[src/rtl/roman_numeral_encoder_core_defines.svh]
// Assertion macros for the Roman numeral encoder.
// Depends on nothing; the including module must provide clk and rst_n.
`ifndef ROMAN_NUMERAL_ENCODER_CORE_DEFINES_SVH
`define ROMAN_NUMERAL_ENCODER_CORE_DEFINES_SVH

`ifndef NO_ASSERTIONS
`define RNE_ASSERT_SAME(lbl, ante, cons) \
    lbl: assert property (@(posedge clk) disable iff (!rst_n) (ante) |-> (cons)) \
        else $error("assertion failed");
`define RNE_ASSERT_NEXT(lbl, ante, cons) \
    lbl: assert property (@(posedge clk) disable iff (!rst_n) (ante) |=> (cons)) \
        else $error("assertion failed");
`else
`define RNE_ASSERT_SAME(lbl, ante, cons)
`define RNE_ASSERT_NEXT(lbl, ante, cons)
`endif

`endif

[src/rtl/rne_pkg.sv]
// Types, constants and symbol tables of the Roman numeral encoder.
// Depends on nothing.
package rne_pkg;

    typedef logic [3:0] digit_t;
    typedef logic [1:0] place_t;
    typedef logic [1:0] step_t;

    typedef struct packed {
        logic              err;
        digit_t [3:0]      digits;
    } item_t;

    typedef enum logic [1:0] {
        POS_ONE,
        POS_FIVE,
        POS_TEN
    } pos_t;

    localparam logic [11:0] VALUE_LIMIT = 12'd4000;

    localparam logic [7:0] CHAR_ERROR = 8'h00;
    localparam logic [7:0] CHAR_I     = 8'h49;
    localparam logic [7:0] CHAR_V     = 8'h56;
    localparam logic [7:0] CHAR_X     = 8'h58;
    localparam logic [7:0] CHAR_L     = 8'h4C;
    localparam logic [7:0] CHAR_C     = 8'h43;
    localparam logic [7:0] CHAR_D     = 8'h44;
    localparam logic [7:0] CHAR_M     = 8'h4D;

    function automatic logic [2:0] pat_len(digit_t d);
        logic [2:0] len;
        unique case (d)
            4'd1, 4'd5:                len = 3'd1;
            4'd2, 4'd4, 4'd6, 4'd9:    len = 3'd2;
            4'd3, 4'd7:                len = 3'd3;
            4'd8:                      len = 3'd4;
            default:                   len = 3'd0;
        endcase
        return len;
    endfunction

    function automatic pos_t pat_pos(digit_t d, step_t k);
        pos_t pos;
        unique case (d)
            4'd4:                      pos = (k == 2'd1) ? POS_FIVE : POS_ONE;
            4'd5, 4'd6, 4'd7, 4'd8:    pos = (k == 2'd0) ? POS_FIVE : POS_ONE;
            4'd9:                      pos = (k == 2'd1) ? POS_TEN : POS_ONE;
            default:                   pos = POS_ONE;
        endcase
        return pos;
    endfunction

    function automatic logic [7:0] symbol(place_t p, pos_t s);
        logic [7:0] ch;
        unique case (p)
            2'd0:
            begin
                ch = (s == POS_ONE) ? CHAR_I : ((s == POS_FIVE) ? CHAR_V : CHAR_X);
            end
            2'd1:
            begin
                ch = (s == POS_ONE) ? CHAR_X : ((s == POS_FIVE) ? CHAR_L : CHAR_C);
            end
            2'd2:
            begin
                ch = (s == POS_ONE) ? CHAR_C : ((s == POS_FIVE) ? CHAR_D : CHAR_M);
            end
            default:
            begin
                ch = CHAR_M;
            end
        endcase
        return ch;
    endfunction

endpackage

[src/rtl/rne_front.sv]
// Front end: accepts values, checks the range and splits them into decimal digits.
// Depends on rne_pkg.
module rne_front
(
    input  logic            clk,
    input  logic            rst_n,
    input  logic            push,
    input  logic [11:0]     value,
    output logic            full,
    output logic            out_valid,
    output rne_pkg::item_t  out_item,
    input  logic            out_ready
);

    logic            s1_valid_reg;
    logic            s1_valid_next;
    logic            s1_err_reg;
    logic [1:0]      s1_th_reg;
    logic [9:0]      s1_rem_reg;
    logic            s2_valid_reg;
    logic            s2_valid_next;
    rne_pkg::item_t  s2_item_reg;

    logic            s1_move;
    logic            s2_move;
    logic            err_c;
    logic [1:0]      th_c;
    logic [9:0]      rem_c;
    rne_pkg::item_t  item_c;

    assign s2_move = !s2_valid_reg || out_ready;
    assign s1_move = !s1_valid_reg || s2_move;
    assign full = !s1_move;
    assign out_valid = s2_valid_reg;
    assign out_item = s2_item_reg;

    assign s1_valid_next = s1_move ? push : s1_valid_reg;
    assign s2_valid_next = s2_move ? s1_valid_reg : s2_valid_reg;

    always_comb
    begin
        err_c = (value == 12'd0) || (value >= rne_pkg::VALUE_LIMIT);
        priority if (value >= 12'd3000)
        begin
            th_c = 2'd3;
            rem_c = 10'(value - 12'd3000);
        end
        else if (value >= 12'd2000)
        begin
            th_c = 2'd2;
            rem_c = 10'(value - 12'd2000);
        end
        else if (value >= 12'd1000)
        begin
            th_c = 2'd1;
            rem_c = 10'(value - 12'd1000);
        end
        else
        begin
            th_c = 2'd0;
            rem_c = value[9:0];
        end
    end

    always_comb
    begin
        logic [3:0] hun;
        logic [3:0] ten;
        logic [6:0] rem2;
        logic [3:0] rem3;
        hun = 4'd0;
        ten = 4'd0;
        rem2 = s1_rem_reg[6:0];
        rem3 = 4'd0;
        for (int i = 1; i <= 9; i++)
        begin
            if (s1_rem_reg >= 10'(i * 100))
            begin
                hun = 4'(i);
                rem2 = 7'(s1_rem_reg - 10'(i * 100));
            end
        end
        rem3 = rem2[3:0];
        for (int j = 1; j <= 9; j++)
        begin
            if (rem2 >= 7'(j * 10))
            begin
                ten = 4'(j);
                rem3 = 4'(rem2 - 7'(j * 10));
            end
        end
        item_c.err = s1_err_reg;
        item_c.digits[3] = {2'b00, s1_th_reg};
        item_c.digits[2] = hun;
        item_c.digits[1] = ten;
        item_c.digits[0] = rem3;
    end

    always_ff @(posedge clk or negedge rst_n)
    begin
        if (!rst_n)
        begin
            s1_valid_reg <= 1'b0;
            s2_valid_reg <= 1'b0;
        end
        else
        begin
            s1_valid_reg <= s1_valid_next;
            s2_valid_reg <= s2_valid_next;
        end
    end

    always_ff @(posedge clk)
    begin
        if (s1_move)
        begin
            s1_err_reg <= err_c;
            s1_th_reg <= th_c;
            s1_rem_reg <= rem_c;
        end
        if (s2_move)
        begin
            s2_item_reg <= item_c;
        end
    end

endmodule

[src/rtl/rne_queue.sv]
// Small queue of classified items between the front end and the back end.
// Depends on rne_pkg.
module rne_queue
#(
    parameter int DEPTH = 4
)
(
    input  logic            clk,
    input  logic            rst_n,
    input  logic            push,
    input  rne_pkg::item_t  push_item,
    output logic            full,
    input  logic            pop,
    output rne_pkg::item_t  head_item,
    output logic            empty
);

    localparam int PTR_W = (DEPTH > 1) ? $clog2(DEPTH) : 1;
    localparam int CNT_W = $clog2(DEPTH + 1);
    localparam logic [PTR_W-1:0] LAST_PTR = PTR_W'(DEPTH - 1);

    rne_pkg::item_t    store_reg [DEPTH];
    logic [PTR_W-1:0]  wr_ptr_reg;
    logic [PTR_W-1:0]  wr_ptr_next;
    logic [PTR_W-1:0]  rd_ptr_reg;
    logic [PTR_W-1:0]  rd_ptr_next;
    logic [CNT_W-1:0]  count_reg;
    logic [CNT_W-1:0]  count_next;
    logic              do_push;
    logic              do_pop;

    assign full = (count_reg == CNT_W'(DEPTH));
    assign empty = (count_reg == '0);
    assign do_push = push && !full;
    assign do_pop = pop && !empty;
    assign head_item = store_reg[rd_ptr_reg];

    always_comb
    begin
        wr_ptr_next = wr_ptr_reg;
        rd_ptr_next = rd_ptr_reg;
        count_next = count_reg;
        if (do_push)
        begin
            wr_ptr_next = (wr_ptr_reg == LAST_PTR) ? '0 : wr_ptr_reg + 1'b1;
        end
        if (do_pop)
        begin
            rd_ptr_next = (rd_ptr_reg == LAST_PTR) ? '0 : rd_ptr_reg + 1'b1;
        end
        if (do_push && !do_pop)
        begin
            count_next = count_reg + 1'b1;
        end
        else if (do_pop && !do_push)
        begin
            count_next = count_reg - 1'b1;
        end
    end

    always_ff @(posedge clk or negedge rst_n)
    begin
        if (!rst_n)
        begin
            wr_ptr_reg <= '0;
            rd_ptr_reg <= '0;
            count_reg <= '0;
        end
        else
        begin
            wr_ptr_reg <= wr_ptr_next;
            rd_ptr_reg <= rd_ptr_next;
            count_reg <= count_next;
        end
    end

    always_ff @(posedge clk)
    begin
        if (do_push)
        begin
            store_reg[wr_ptr_reg] <= push_item;
        end
    end

endmodule

[src/rtl/rne_back.sv]
// Back end: walks an item's digits; emits a character per cycle unless stalled.
// Depends on rne_pkg.
module rne_back
(
    input  logic            clk,
    input  logic            rst_n,
    input  logic            q_empty,
    input  rne_pkg::item_t  q_item,
    output logic            q_pop,
    output logic [7:0]      char_code,
    output logic            last,
    output logic            range_error,
    output logic            empty,
    input  logic            pop
);

    logic                cur_valid_reg;
    logic                cur_valid_next;
    rne_pkg::item_t      cur_item_reg;
    rne_pkg::item_t      cur_item_next;
    rne_pkg::place_t     place_reg;
    rne_pkg::place_t     place_next;
    rne_pkg::step_t      step_reg;
    rne_pkg::step_t      step_next;
    logic                out_valid_reg;
    logic                out_valid_next;
    logic [7:0]          out_char_reg;
    logic                out_last_reg;
    logic                out_err_reg;

    logic                out_free;
    logic                emit;
    logic                load;
    logic                step_last;
    logic                below_found;
    rne_pkg::place_t     below_place;
    rne_pkg::place_t     start_place;
    rne_pkg::digit_t     cur_digit;
    logic                done;
    logic [7:0]          char_c;

    assign out_free = !out_valid_reg || pop;
    assign emit = cur_valid_reg && out_free;
    assign cur_digit = cur_item_reg.digits[place_reg];
    assign step_last = ({1'b0, step_reg} + 3'd1) >= rne_pkg::pat_len(cur_digit);
    assign done = cur_item_reg.err || (step_last && !below_found);
    assign load = (!cur_valid_reg || (emit && done)) && !q_empty;
    assign q_pop = load;
    assign char_c = cur_item_reg.err ? rne_pkg::CHAR_ERROR
                  : rne_pkg::symbol(place_reg, rne_pkg::pat_pos(cur_digit, step_reg));

    assign empty = !out_valid_reg;
    assign char_code = out_char_reg;
    assign last = out_last_reg;
    assign range_error = out_err_reg;

    always_comb
    begin
        below_found = 1'b0;
        below_place = 2'd0;
        for (int i = 0; i < 4; i++)
        begin
            if ((2'(i) < place_reg) && (cur_item_reg.digits[i] != 4'd0))
            begin
                below_found = 1'b1;
                below_place = 2'(i);
            end
        end
    end

    always_comb
    begin
        start_place = 2'd0;
        for (int i = 0; i < 4; i++)
        begin
            if (q_item.digits[i] != 4'd0)
            begin
                start_place = 2'(i);
            end
        end
    end

    always_comb
    begin
        cur_valid_next = cur_valid_reg;
        cur_item_next = cur_item_reg;
        place_next = place_reg;
        step_next = step_reg;
        if (load)
        begin
            cur_valid_next = 1'b1;
            cur_item_next = q_item;
            place_next = start_place;
            step_next = 2'd0;
        end
        else if (emit && done)
        begin
            cur_valid_next = 1'b0;
        end
        else if (emit)
        begin
            if (step_last)
            begin
                place_next = below_place;
                step_next = 2'd0;
            end
            else
            begin
                step_next = step_reg + 2'd1;
            end
        end
    end

    always_comb
    begin
        out_valid_next = out_valid_reg;
        if (emit)
        begin
            out_valid_next = 1'b1;
        end
        else if (pop)
        begin
            out_valid_next = 1'b0;
        end
    end

    always_ff @(posedge clk or negedge rst_n)
    begin
        if (!rst_n)
        begin
            cur_valid_reg <= 1'b0;
            out_valid_reg <= 1'b0;
        end
        else
        begin
            cur_valid_reg <= cur_valid_next;
            out_valid_reg <= out_valid_next;
        end
    end

    always_ff @(posedge clk)
    begin
        cur_item_reg <= cur_item_next;
        place_reg <= place_next;
        step_reg <= step_next;
        if (emit)
        begin
            out_char_reg <= char_c;
            out_last_reg <= done;
            out_err_reg <= cur_item_reg.err;
        end
    end

endmodule

[src/rtl/roman_numeral_encoder_core.sv]
// Top level of the Roman numeral encoder: front end, item queue and back end.
// Depends on rne_pkg, rne_front, rne_queue, rne_back and the defines header.
//
// Channel   Handshake          Payload
// input     push / full        value[11:0]
// result    empty / pop        char_code[7:0], last, range_error
//
// Each value yields one to fifteen characters (one for an out-of-range value); the
// back end emits one character per cycle while the result side pops. The first
// character passes front s1 and s2, the queue and the back end's current-item and
// output registers. Reset clears all valid flags and queue pointers. A stalled
// result side fills the queue and then raises full; values keep flowing meanwhile.
`include "roman_numeral_encoder_core_defines.svh"

module roman_numeral_encoder_core
#(
    parameter int QUEUE_DEPTH = 4
)
(
    input  logic         clk,
    input  logic         rst_n,
    input  logic         push,
    input  logic [11:0]  value,
    output logic         full,
    output logic [7:0]   char_code,
    output logic         last,
    output logic         range_error,
    output logic         empty,
    input  logic         pop
);

    logic            f_valid;
    rne_pkg::item_t  f_item;
    logic            q_full;
    logic            q_empty;
    logic            q_pop;
    rne_pkg::item_t  q_item;

    rne_front u_front
    (
        .clk       (clk),
        .rst_n     (rst_n),
        .push      (push),
        .value     (value),
        .full      (full),
        .out_valid (f_valid),
        .out_item  (f_item),
        .out_ready (!q_full)
    );

    rne_queue
    #(
        .DEPTH (QUEUE_DEPTH)
    )
    u_queue
    (
        .clk       (clk),
        .rst_n     (rst_n),
        .push      (f_valid),
        .push_item (f_item),
        .full      (q_full),
        .pop       (q_pop),
        .head_item (q_item),
        .empty     (q_empty)
    );

    rne_back u_back
    (
        .clk         (clk),
        .rst_n       (rst_n),
        .q_empty     (q_empty),
        .q_item      (q_item),
        .q_pop       (q_pop),
        .char_code   (char_code),
        .last        (last),
        .range_error (range_error),
        .empty       (empty),
        .pop         (pop)
    );

    `RNE_ASSERT_SAME(a_error_form, !empty && range_error, char_code == 8'd0 && last)
    `RNE_ASSERT_SAME(a_valid_char, !empty && !range_error, char_code != 8'd0)
    `RNE_ASSERT_SAME(a_no_pop_empty, q_pop, !q_empty)
    `RNE_ASSERT_NEXT(a_held_push, f_valid && q_full, f_valid)

endmodule

[config.mk]
export PLATFORM = sky130hd
export DESIGN_NAME = roman_numeral_encoder_core
export DESIGN_NICKNAME = d
export VERILOG_FILES = /design/src/rtl/rne_pkg.sv /design/src/rtl/rne_front.sv /design/src/rtl/rne_queue.sv /design/src/rtl/rne_back.sv /design/src/rtl/roman_numeral_encoder_core.sv
export VERILOG_INCLUDE_DIRS = /design/src /design/src/rtl
export SDC_FILE = /design/constraint.sdc
export NUM_CORES = 1
export LEC_CHECK = 0
export BUFFER_PORTS_ARGS = -buffer_cell sky130_fd_sc_hd__clkbuf_2
export CAP_MARGIN = 10
export CORE_ASPECT_RATIO = 0.7
export CORE_MARGIN = 8
export CORE_UTILIZATION = 30
export DETAILED_ROUTE_END_ITERATION = 12
export SLEW_MARGIN = 40
export SYNTH_ARGS = -nofsm -noshare
export SYNTH_HDL_FRONTEND = slang
export SYNTH_SLANG_ARGS = --single-unit
[constraint.sdc]
create_clock -name clk -period 3.9 [get_ports clk]
set_input_delay 1.17 -clock clk [delete_from_list [all_inputs] [get_ports clk]]
set_output_delay 1.17 -clock clk [all_outputs]
set_load 0.01 [all_outputs]
# Yosys cells after proc, flatten, opt, wreduce, memory -nomap -nowiden

Memory sizes are Yosys's and may differ from the RTL's.
Cells that the tools add are included.

Bits of input ports: 16
Memories: 2
Flip-flop bits (word level): 70
Memory bits (read-only): 48
Memory bits (writable): 60
Logic and storage cells: 228
Output and inout bits: 12

Memories:

| name              | depth | bits a word | read ports | clocked after memory_dff | write ports | RTL line        | RTL |
|---|---|---|---|---|---|---|---|
| u_queue.store_reg | 4     | 15          | 1          | 0                        | 1           | rne_queue.sv:22 | `rne_pkg::item_t store_reg [DEPTH];` |
| (name not given)  | 16    | 3           | 1          | 0                        | 0           | rne_pkg.sv:33   | `unique case (d)` |

Bitwise operators: 1
Equality and inequality tests: 14
Order comparisons: 28
Reduce and logical (&&, ||, !) cells: 51
Add/sub/neg operators: 27
Multiplexer cells: 77

Operators with widths:

| kind                     | number |
|---|---|
| $mux W7                  | 9 |
| $mux W4                  | 13 |
| $ge A10 B10 Y1 const B   | 4 |
| $mux W2                  | 16 |
| $ge A10 B9 Y1 const B    | 3 |
| $mux W10                 | 3 |
| $mux W3                  | 10 |
| $sub A10 B10 Y10 const B | 3 |
| $reduce_bool A4 Y1       | 7 |
| $sub A7 B7 Y7 const B    | 4 |
| $ge A12 B12 Y1 const B   | 2 |
| $mux W8                  | 3 |
| $pmux W8 S3              | 1 |
| $ge A7 B6 Y1 const B     | 3 |
| $ge A7 B7 Y1 const B     | 3 |
| $sub A7 B6 Y7 const B    | 3 |
| $mux W1                  | 20 |
| $sub A4 B4 Y4 const B    | 5 |
| $eq A4 B3 Y1 const B     | 4 |
| $ge A7 B5 Y1 const B     | 2 |
| $ge A12 B10 Y1 const B   | 1 |
| $ge A12 B11 Y1 const B   | 1 |
| $logic_and A1 B1 Y1      | 12 |
| $logic_not A12 Y1        | 1 |
| 33 further kinds         | 65 |

# Longest topological paths before layout

Gate-level depths: netlist of the first run.

Word-level depth: 20
Depth in mapped cells: 20
Depth with buffers taken out: 19

# Cells and area by module

Synthesis of the first run repeated with hierarchy kept, for this count alone.

Cells, all modules: 633
Area total of the unflattened synthesis: 7873.8 um^2

By module, submodules not included:

| module                     | times used | seq. area each (um^2) | cells an instance | area an instance (um^2) |
|---|---|---|---|---|
| rne_front                  | 1          | 890.9                 | 390               | 3412.0 |
| rne_queue                  | 1          | 2217.1                | 126               | 2900.3 |
| rne_back                   | 1          | 900.9                 | 116               | 1557.7 |
| roman_numeral_encoder_core | 1          | 0.0                   | 1                 | 3.8 |

# Least setup slack after synthesis of the first run

No wires, ideal clock.

Path kind: reg-to-reg
Start point: register u_back.place_reg[0]
End point: register u_queue.count_reg[2]
Arrival time: 3816 ps
Setup time: 79 ps
Data required time: 3821 ps
Period minus slack after synthesis: 3896 ps
Slack: 4 ps
Path buffers: 1
Stages on the path, launching flop included: 19
Cells stage by stage: edfxtp_1 -> clkbuf_1 -> mux4_2 -> nor4bb_1 -> a21oi_1 -> ha_1 -> a21o_1 -> a21o_1 -> inv_1 -> o21ai_0 -> nand2_1 -> nand2_1 -> o31ai_1 -> ha_1 -> inv_1 -> fa_1 -> xor2_1 -> nor2_1 -> xor2_1

Word-level cells in the longest chain between the ends: 16
Elaborated cells on any way between the ends: 28
Those cells by class: order compare: 5; mux: 7; reduce/logical: 15; memory: 1

Ends and longest elaborated chain:

| item                                                   | RTL line        | RTL |
|---|---|---|
| from (decl)                                            | rne_back.sv:21  | `rne_pkg::place_t place_reg;` |
| from (signal assigned)                                 | rne_back.sv:144 | `place_reg <= place_next;` |
| branches (longest 7 deep; another with $mem_v2 Z16 W3) | --              |  |
| $logic_and A1 B1 Y1 (*)                                | rne_back.sv:46  | `assign done = cur_item_reg.err \|\| (step_last && !below_found);` |
| $logic_or A1 B1 Y1 (*)                                 | rne_back.sv:46  |  |
| via u_back.done                                        | rne_back.sv:39  | `logic done;` |
| $logic_and A1 B1 Y1 (*)                                | rne_back.sv:47  | `assign load = (!cur_valid_reg \|\| (emit && done)) && !q_empty;` |
| $logic_or A1 B1 Y1 (*)                                 | rne_back.sv:47  |  |
| $logic_and A1 B1 Y1 (*)                                | rne_back.sv:47  |  |
| $logic_and A1 B1 Y1 (*)                                | rne_queue.sv:35 | `assign do_pop = pop && !empty;` |
| $logic_not A1 Y1                                       | rne_queue.sv:51 | `if (do_push && !do_pop)` |
| $logic_and A1 B1 Y1                                    | rne_queue.sv:51 |  |
| $mux W3 or $reduce_bool A2 Y1 (tied branches)          | --              |  |
| to (signal assigned)                                   | rne_queue.sv:73 | `count_reg <= count_next;` |
| to (decl)                                              | rne_queue.sv:27 | `logic [CNT_W-1:0] count_reg;` |

Mark *: on every way through the listed nets, which the timed path passes. The select of a mux whose other input is x is not followed.
A chain may end at the register's enable or synchronous reset.

# Worst setup path after layout of the first run

Same ends and word-level chain as after synthesis.

==> impl_summary.txt, run 1 <==
----------------------------------------------------
[Synth]
  Sequential-to-total area share from yosys stat ... 0.5150
  Count of mapped cells out of synthesis ... 599
  #FFs+latches synth ... roughly 130
  Commonest register cell after synthesis ... sky130_fd_sc_hd__edfxtp_1
  Cell variety after synth ... between 90 and 100
  Share of synthesized flip-flops with an asynchronous set or reset ... 0.08730
  Mapped Area ... approximately 7000 µm²
  Number of enable flip-flop cells after synthesis ... ~110
  Average instance area after synthesis ... between 10 and 15 µm²
  Total number of yosys warnings ... 0

[Cells and area]
  Area grow syn2layout ... 21.79%
  Fillcell total ... between 2000 and 2500
  Fraction of final layout cells with drive strength greater than 1 ... 0.2587
  Number of nets at the end of the flow ... ~730
  Count of placed standard cells in the final layout, fillers left out ... between 1000 and 1500
  Fraction of the core area covered by cells at the end of the flow ... 0.3719
  Most frequent cells in the layout ... 113 x sky130_fd_sc_hd__edfxtp_1, 53 x sky130_fd_sc_hd__buf_4, 47 x sky130_fd_sc_hd__nand2_1
  Number of flip-flops under the largest register name ... 60
  Multi-input gate area ... approximately 3300 µm²
  FF+latch area ... between 3000 and 4000 µm²
  Diodes inserted ... 0
  Most frequent standard cell in the layout excluding fill and tap cells ... sky130_fd_sc_hd__edfxtp_1

[CTS]
  Clock root buffer master ... sky130_fd_sc_hd__clkbuf_16
  Clock tree from TritonCTS ... done
  Deepest clock path buffer count ... 2
  Hold buffers post-CTS ... 0
  Source-to-sink clock delay at the later pin of the worst-skew pair ... about 0.41 ns
  Number of clock sinks ... around 130
  Number of buffers added by the clock tree synthesis step ... 17
  Reg clk slew, reported paths ... approximately 0.06 ns
  Maximum level of the CTS H-tree ... 4

[Routing]
  Count of antenna-violating nets left after detailed routing ... 0
  Number of remaining DRC errors ... 0
  WL per Instance ... approximately 16 µm
  Metal3 WL ... 1159 µm
  Vias per std cell ... 5.073
  Detailed-routing wirelength on met1 ... a little under 8000 µm
  Via Count ... between 5000 and 6000
  Met2 wire len ... between 6000 and 7000 µm
  Initial DRC Count ... between 400 and 500
  Aggregate routed wire length ... 16210 µm
  Number of search-and-repair iterations in the first detailed-routing pass ... 7
  Top metal layer carrying routed signals ... met4

[Worst setup path]
  Category of cells accounting for the largest share of critical-path delay ... adder cells
  Cell Chain, Critical Path ... buf_6 -> mux4_2 -> and2_1 -> ha_1 -> nand2b_1 -> a21o_1 -> a21o_1 -> inv_1 -> o21ai_1 -> nand2_1 -> nand2_1 -> o31ai_1 -> ha_2 -> inv_1 -> fa_1 -> xor2_1 -> nor2_1 -> xor2_1
  Worst setup SP type ... flip-flop
  Worst Path Buf+Inv ... 3
  Critical path depth ... 18
  Worst setup path class ... reg -> reg
  WP data required ... 4.23 ns
  Critical path's slowest cell ... sky130_fd_sc_hd__mux4_2
  RR Endpoint ... u_queue.count_reg[2]
  Worst reg-to-reg setup slack ... between 0.2 and 0.25 ns
  Critical path startpoint ... u_back.place_reg[0]
  Highest cell delay on the worst timing path ... around 0.54 ns
  Capture point of the worst path ... u_queue.count_reg[2]
  Nature of the critical path endpoint ... flip-flop
  Reg2Reg Depth ... 18
  Data arrival, critical path ... 4.02 ns
  Critical Path Fanout Max ... 5
  R2r startpoint ... u_back.place_reg[0]

[Global routing]
  Vias in the first global route ... between 4000 and 5000
  Wire length of the first global-routing pass ... between 20000 and 30000 µm
  Leftover overflow at the end of global routing ... 0
  Antenna violations before repair ... 0
  Maximum number of pins on one net before global-route repair ... 21
  Overall routing resource usage ... 0.1105

[Timing]
  Number of hold-slack violations in the final timing report ... 0
  Largest clock skew in the final design ... 0.01347 ns
  Highest Clock Rate ... between 200 and 300 MHz
  Fraction of the cycle the final worst path needs ... 0.9455
  Number of max-slew violations in the final report ... 0
  Clock period minus worst slack ... around 3.7 ns
  Final Setup Violations ... 0
  Slew of the pin with the lowest slew margin ... 0.8193 ns
  Min setup slack post-route ... ~0.21 ns
  Relative max-transition margin ... 0.4538

[Pwr]
  Worst IR drop on VDD ... about 0.36 mV
  Power after layout ... approximately 0.0072 W
  Leakage Power ... 3.316 nW
  PD cells ... 823.6 nW/µm²

[Floorplan]
  # rows ... 47
  I/O pin total ... 28
  Chip width ... about 200 µm
  Initial core utilization ... 0.3054
  Total Die Area ... 29290 µm²
  Core area ... about 24000 µm²
  Die Height ... 145.6 µm

[Status]
  Result of the run ... complete, no violations

[Flow run]
  Max Cap Violations ... 0

[Placed design]
  GPL Wtd Cong ... a little over 0.9
  Total half-perimeter wirelength after legalization and detailed placement ... roughly 12000 µm
  Dpl ws ... 0.06115 ns
  PortBufs ... 25
  Number of instances in the placed design ... 970

[Worst hold path]
  Path category of the worst min-delay check ... reg -> reg

----------------------------------------------------
==> synthesized netlist by cell type (4+ instances only) <==
| library cell | number | area (µm²) |
|---|---|---|
| sky130_fd_sc_hd__clkbuf_1 | 10 | 37.54 |
| sky130_fd_sc_hd__a211oi_1 | 4 | 30.03 |
| sky130_fd_sc_hd__mux4_2 | 17 | 382.9 |
| sky130_fd_sc_hd__buf_4 | 4 | 30.03 |
| sky130_fd_sc_hd__nand2b_1 | 15 | 93.84 |
| sky130_fd_sc_hd__buf_6 | 4 | 45.04 |
| sky130_fd_sc_hd__and3_1 | 8 | 50.05 |
| sky130_fd_sc_hd__edfxtp_1 | 113 | 3393 |
| sky130_fd_sc_hd__o21ai_0 | 24 | 120.1 |
| sky130_fd_sc_hd__nand2_1 | 48 | 180.2 |
| sky130_fd_sc_hd__buf_2 | 6 | 30.03 |
| sky130_fd_sc_hd__a31oi_1 | 7 | 43.79 |
| sky130_fd_sc_hd__a21oi_1 | 34 | 170.2 |
| sky130_fd_sc_hd__ha_1 | 41 | 513.0 |
| sky130_fd_sc_hd__nor4_1 | 7 | 43.79 |
| sky130_fd_sc_hd__dfrtp_1 | 11 | 275.3 |
| sky130_fd_sc_hd__nand4_1 | 4 | 25.02 |
| sky130_fd_sc_hd__nor3_1 | 12 | 60.06 |
| sky130_fd_sc_hd__and2_1 | 12 | 75.07 |
| sky130_fd_sc_hd__xnor2_1 | 13 | 113.9 |
| sky130_fd_sc_hd__mux2i_1 | 4 | 40.04 |
| sky130_fd_sc_hd__xor2_1 | 6 | 52.55 |
| sky130_fd_sc_hd__nor2_1 | 42 | 157.7 |
| sky130_fd_sc_hd__a21oi_2 | 4 | 35.03 |
| sky130_fd_sc_hd__nand3_1 | 18 | 90.09 |
| sky130_fd_sc_hd__inv_1 | 28 | 105.1 |
| sky130_fd_sc_hd__a21o_1 | 6 | 45.04 |
==> per-layer routing <==
metal,track usage,up-vias
li1,-,2445
met4,0.03643,0
met3,0.03359,18
met5,0,-
met1,0.1592,2447
met2,0.1545,193
==> timing repair <==
action,4_1_cts,5_1_grt
buffers inserted,0,4
pin swaps,0,2
gates resized for setup,1,21
cloned,0,0
endpoints found under the setup margin,1,5
==> through the flow <==
stage               cell area [µm²]  hold slack [ns]  TNS (ns)
floorplan                      7204           0.4003         0
global placement               7996           0.4087         0
detailed placement             7996           0.4108         0
CTS                            8636           0.4249         0
global route                   8770           0.4310  -0.09664
finish                         8770           0.4254         0
==> final cells by class <==
class | count | share of cell area
flip-flops and latches | 126 | 0.4230
repair buffers | 81 | 0.06549
clock inverters | 13 | 0.02126
inverters | 30 | 0.01284
multi-input cells | 419 | 0.3804
well taps | 318 | 0.04537
clock buffers | 19 | 0.05165
==> report_power, final <==
group | internal (W) | switching, W
registers | 0.00217 | 0.000360
clock network | 0.00110 | 0.000594
logic | 0.00137 | 0.00162
total | 0.00465 | 0.00257
==> cell families after synthesis <==
logic type               count (synthesis)  share of synthesized area
flip-flops                             126                     0.5150
XOR/XNOR                                20                    0.02693
multiplexers                            25                    0.06499
AND/OR/NAND/NOR                        186                     0.1331
adder cells (fa/ha/maj)                 42                    0.07402
AO/OA/AOI/OAI                          144                     0.1494
buffers and inverters                   55                    0.03597
other                                    1                  0.0005208
==> how the worst min path moves through the flow <==
stage,startpoint,to,slack [ns],cells past startpoint
after floorplan,u_front.s1_th_reg[0],u_front.out_item[12],0.40,0
after global placement,u_front.s1_th_reg[0],u_front.out_item[12],0.41,0
after detailed placement,u_front.s1_th_reg[0],u_front.out_item[12],0.41,0
after CTS,u_front.s1_th_reg[0],u_front.out_item[12],0.42,0
after global routing,u_front.s1_th_reg[0],u_front.out_item[12],0.43,0
final,u_front.s1_th_reg[0],u_front.out_item[12],0.43,0
Note: power is estimated with default switching activity, not from simulation.
==> inputs of run 2 (changes only) <==
--- a/config.mk
+++ b/config.mk
@@ -6,6 +6,7 @@
 export SDC_FILE = /design/constraint.sdc
 export NUM_CORES = 1
 export LEC_CHECK = 0
+export ABC_AREA = 1
 export BUFFER_PORTS_ARGS = -buffer_cell sky130_fd_sc_hd__clkbuf_2
 export CAP_MARGIN = 10
 export CORE_ASPECT_RATIO = 0.7
==> impl_summary.txt, run 2 <==
----------------------------------------------------
[Status]
  Result of the run ... complete, no violations

[Worst setup path]
  Worst setup SP type ... flip-flop
  Critical Path Fanout Max ... 5
  WP data required ... 4.20 ns
  Reg2Reg Depth ... 25
  R2r startpoint ... u_back.place_reg[0]
  Data arrival, critical path ... roughly 4.0 ns
  Worst reg-to-reg setup slack ... 0.15 ns
  RR Endpoint ... u_queue.count_reg[2]
  Worst setup path class ... reg -> reg
  Nature of the critical path endpoint ... flip-flop

[Routing]
  WL per Instance ... about 13 µm
  Number of remaining DRC errors ... 0
  Aggregate routed wire length ... between 15000 and 20000 µm
  Count of antenna-violating nets left after detailed routing ... 0
  Number of search-and-repair iterations in the first detailed-routing pass ... 5
  Vias per std cell ... 4.619
  Via Count ... between 5000 and 6000
  Initial DRC Count ... roughly 310

[Worst hold path]
  Cell depth of the worst min-delay path ... 2
  Origin of the worst min-delay path ... u_front.s1_valid_reg
  Path category of the worst min-delay check ... reg -> reg
  Endpoint of the worst hold-timing path ... u_front.out_valid

[Cells and area]
  Cell area after layout ... between 8000 and 9000 µm²
  Diodes inserted ... 0
  Number of flip-flops under the largest register name ... 60
  Area grow syn2layout ... 20.96%
  Count of placed standard cells in the final layout, fillers left out ... 1194
  Fraction of final layout cells with drive strength greater than 1 ... 0.2089
  Number of nets at the end of the flow ... approximately 920
  Most frequent standard cell in the layout excluding fill and tap cells ... sky130_fd_sc_hd__nand2_1
  Most frequent cells in the layout ... 167 x sky130_fd_sc_hd__nand2_1, 113 x sky130_fd_sc_hd__edfxtp_1, 91 x sky130_fd_sc_hd__inv_1
  Fraction of the core area covered by cells at the end of the flow ... 0.3708
  Fillcell total ... 2326

[Pwr]
  Leakage Power ... 3.758 nW
  Proportion of total power due to net switching ... 0.3987
  Combinational power share ... 0.436
  Power after layout ... about 0.0074 W
  Cell internal power dissipation ... about 0.0044 W
  Sequential fraction of design power ... 0.336
  Net Switching ... 0.002948 W
  Worst IR drop on VDD ... ~0.36 mV
  PD cells ... 841.4 nW/µm²
  Clock network fraction of total power ... 0.228

[Flow run]
  Max Cap Violations ... 0

[Timing]
  Clock period minus worst slack ... 3.746 ns
  Highest Clock Rate ... about 270 MHz
  Number of hold-slack violations in the final timing report ... 0
  Final Setup Violations ... 0
  RSZ-0062 raised after global routing ... true
  Relative max-transition margin ... 0.6249
  Slew of the pin with the lowest slew margin ... about 0.56 ns
  Number of max-slew violations in the final report ... 0
  Largest clock skew in the final design ... between 0.008 and 0.009 ns
  Fraction of the cycle the final worst path needs ... 0.9605

[Global routing]
  Leftover overflow at the end of global routing ... 0
  Vias in the first global route ... 5223
  Maximum number of pins on one net before global-route repair ... 33
  Wire length of the first global-routing pass ... between 20000 and 30000 µm
  Antenna violations before repair ... 0
  Overall routing resource usage ... 0.1083

[CTS]
  Source-to-sink clock delay at the later pin of the worst-skew pair ... just over 0.4 ns
  Deepest clock path buffer count ... 2
  Hold buffers post-CTS ... 0
  Reg clk slew, reported paths ... 0.06 ns
  Maximum level of the CTS H-tree ... 4
  Clock root buffer master ... sky130_fd_sc_hd__clkbuf_16
  Clock tree from TritonCTS ... done
  Number of buffers added by the clock tree synthesis step ... 17
  Number of clock sinks ... approximately 130

[Floorplan]
  # rows ... 47
  Initial core utilization ... 0.3066
  Chip width ... 202.0 µm
  Die Height ... roughly 150 µm
  Core area ... around 24000 µm²
  Total Die Area ... roughly 30000 µm²
  I/O pin total ... 28

[Synth]
  Commonest cells in the netlist ... 172 x sky130_fd_sc_hd__nand2_1, 113 x sky130_fd_sc_hd__edfxtp_1, 99 x sky130_fd_sc_hd__inv_1
  Most area-consuming cells after synthesis ... sky130_fd_sc_hd__edfxtp_1 47%, sky130_fd_sc_hd__nand2_1 8.9%, sky130_fd_sc_hd__ha_1 7.1%
  Cell accounting for the most synthesized area ... sky130_fd_sc_hd__edfxtp_1
  Mapped Area ... 7266 µm²
  Cell variety after synth ... 52
  Commonest register cell after synthesis ... sky130_fd_sc_hd__edfxtp_1
  Count of mapped cells out of synthesis ... between 700 and 800
  Most used standard cell by instance count after synthesis ... sky130_fd_sc_hd__nand2_1
  #FFs+latches synth ... ~130
  Average instance area after synthesis ... approximately 9 µm²
  Total number of yosys warnings ... 0
  Top-area cell type share of the netlist area ... 0.4670
  Number of enable flip-flop cells after synthesis ... 113
  Sequential-to-total area share from yosys stat ... 0.5104
  Share of synthesized flip-flops with an asynchronous set or reset ... 0.08730

[Placed design]
  Number of instances in the placed design ... about 1200
  Area after detailed placement ... around 8000 µm²
  PortBufs ... 25
  GPL Wtd Cong ... 0.8924
  Total half-perimeter wirelength after legalization and detailed placement ... roughly 12000 µm

----------------------------------------------------
-- run 2: cells by family (layout without fill, tap and decap cells) --
| kind of cell | Yosys count | count (layout) | share of synthesized area |
|---|---|---|---|
| XOR/XNOR | 22 | 22 | 0.02755 |
| other | 1 | 2 | 0.0005161 |
| AO/OA/AOI/OAI | 151 | 151 | 0.1250 |
| buffers and inverters | 129 | 211 | 0.07043 |
| flip-flops | 126 | 126 | 0.5104 |
| AND/OR/NAND/NOR | 321 | 321 | 0.1911 |
| adder cells (fa/ha/maj) | 42 | 42 | 0.07336 |
| multiplexers | 1 | 1 | 0.001550 |
-- run 2: worst max-delay path by stage --
stage | from | to | slack [ns] | cells past startpoint
after floorplan | u_back.place_reg[0] | u_queue.count_reg[2] | 0.22 | 25
after global placement | u_back.place_reg[0] | u_queue.count_reg[2] | 0.16 | 25
after detailed placement | u_back.place_reg[1] | u_queue.count_reg[2] | -0.07 | 25
after CTS | u_back.place_reg[1] | u_queue.count_reg[2] | 0.05 | 25
after global routing | u_back.place_reg[0] | u_queue.count_reg[2] | -0.08 | 25
final | u_back.place_reg[0] | u_queue.count_reg[2] | 0.15 | 25
-- run 2: repair_timing --
action | 4_1_cts | 5_1_grt
pin swaps | 0 | 12
endpoints found under the setup margin | 1 | 14
buffers inserted | 0 | 8
gates resized for setup | 2 | 39
-- run 2: power groups by stage --
stage	Combinational, W	Sequential [W]	Clock (W)
2_1_floorplan	0.00209	0.00242	0
3_3_place_gp	0.00290	0.00248	0
3_5_place_dp	0.00294	0.00248	0
4_1_cts	0.00296	0.00246	0.00171
5_1_grt	0.00366	0.00254	0.00176
6_report	0.00323	0.00249	0.00168
-- run 2: metrics by stage --
stage / hold WS, ns / TNS, ns / setup WS [ns]
after global placement: 0.4361 / 0 / 0.1554
final: 0.4540 / 0 / 0.1540
after floorplan: 0.4003 / 0 / 0.2218
after global routing: 0.4768 / -0.3003 / -0.07710
after detailed placement: 0.4411 / -0.07016 / -0.07016
after CTS: 0.4556 / 0 / 0.05448
-- run 2: area by class of cell --
| cell class | instances | area, µm² | share of cell area |
|---|---|---|---|
| multi-input combinational | 539 | 3198 | 0.3639 |
| timing repair buffer | 64 | 417.9 | 0.04755 |
| clock inverter | 13 | 188.9 | 0.02150 |
| inverter | 115 | 434.2 | 0.04940 |
| sequential | 126 | 3709 | 0.4220 |
| clock buffer | 19 | 442.9 | 0.05040 |
| tap | 318 | 397.9 | 0.04527 |
-- run 2: routing by layer --
layer / global-route usage / part of all wire
met1: 0.1526 / 0.50
met2: 0.1590 / 0.43
met3: 0.03183 / 0.062
met4: 0.02878 / 0.0069
met5: 0 / 0
-- run 2: critical path: stages (launching register included) --
cell and delay [ns]:
sky130_fd_sc_hd__edfxtp_1 0.52, sky130_fd_sc_hd__inv_2 0.14, sky130_fd_sc_hd__nor2_4 0.07, sky130_fd_sc_hd__a22oi_2 0.18, sky130_fd_sc_hd__inv_1 0.07, sky130_fd_sc_hd__a221oi_2 0.22, sky130_fd_sc_hd__inv_1 0.11, sky130_fd_sc_hd__nand3_2 0.08
sky130_fd_sc_hd__inv_2 0.04, sky130_fd_sc_hd__a221oi_2 0.18, sky130_fd_sc_hd__ha_1 0.28, sky130_fd_sc_hd__a21oi_2 0.12, sky130_fd_sc_hd__inv_1 0.06, sky130_fd_sc_hd__a21oi_2 0.19, sky130_fd_sc_hd__inv_2 0.05, sky130_fd_sc_hd__nand4_1 0.09
sky130_fd_sc_hd__nand2_1 0.10, sky130_fd_sc_hd__nand2_1 0.10, sky130_fd_sc_hd__nand2_2 0.06, sky130_fd_sc_hd__nand2_2 0.09, sky130_fd_sc_hd__ha_4 0.14, sky130_fd_sc_hd__inv_4 0.03, sky130_fd_sc_hd__fa_2 0.37, sky130_fd_sc_hd__a21oi_2 0.14
sky130_fd_sc_hd__o21ai_2 0.07, sky130_fd_sc_hd__xor2_1 0.13
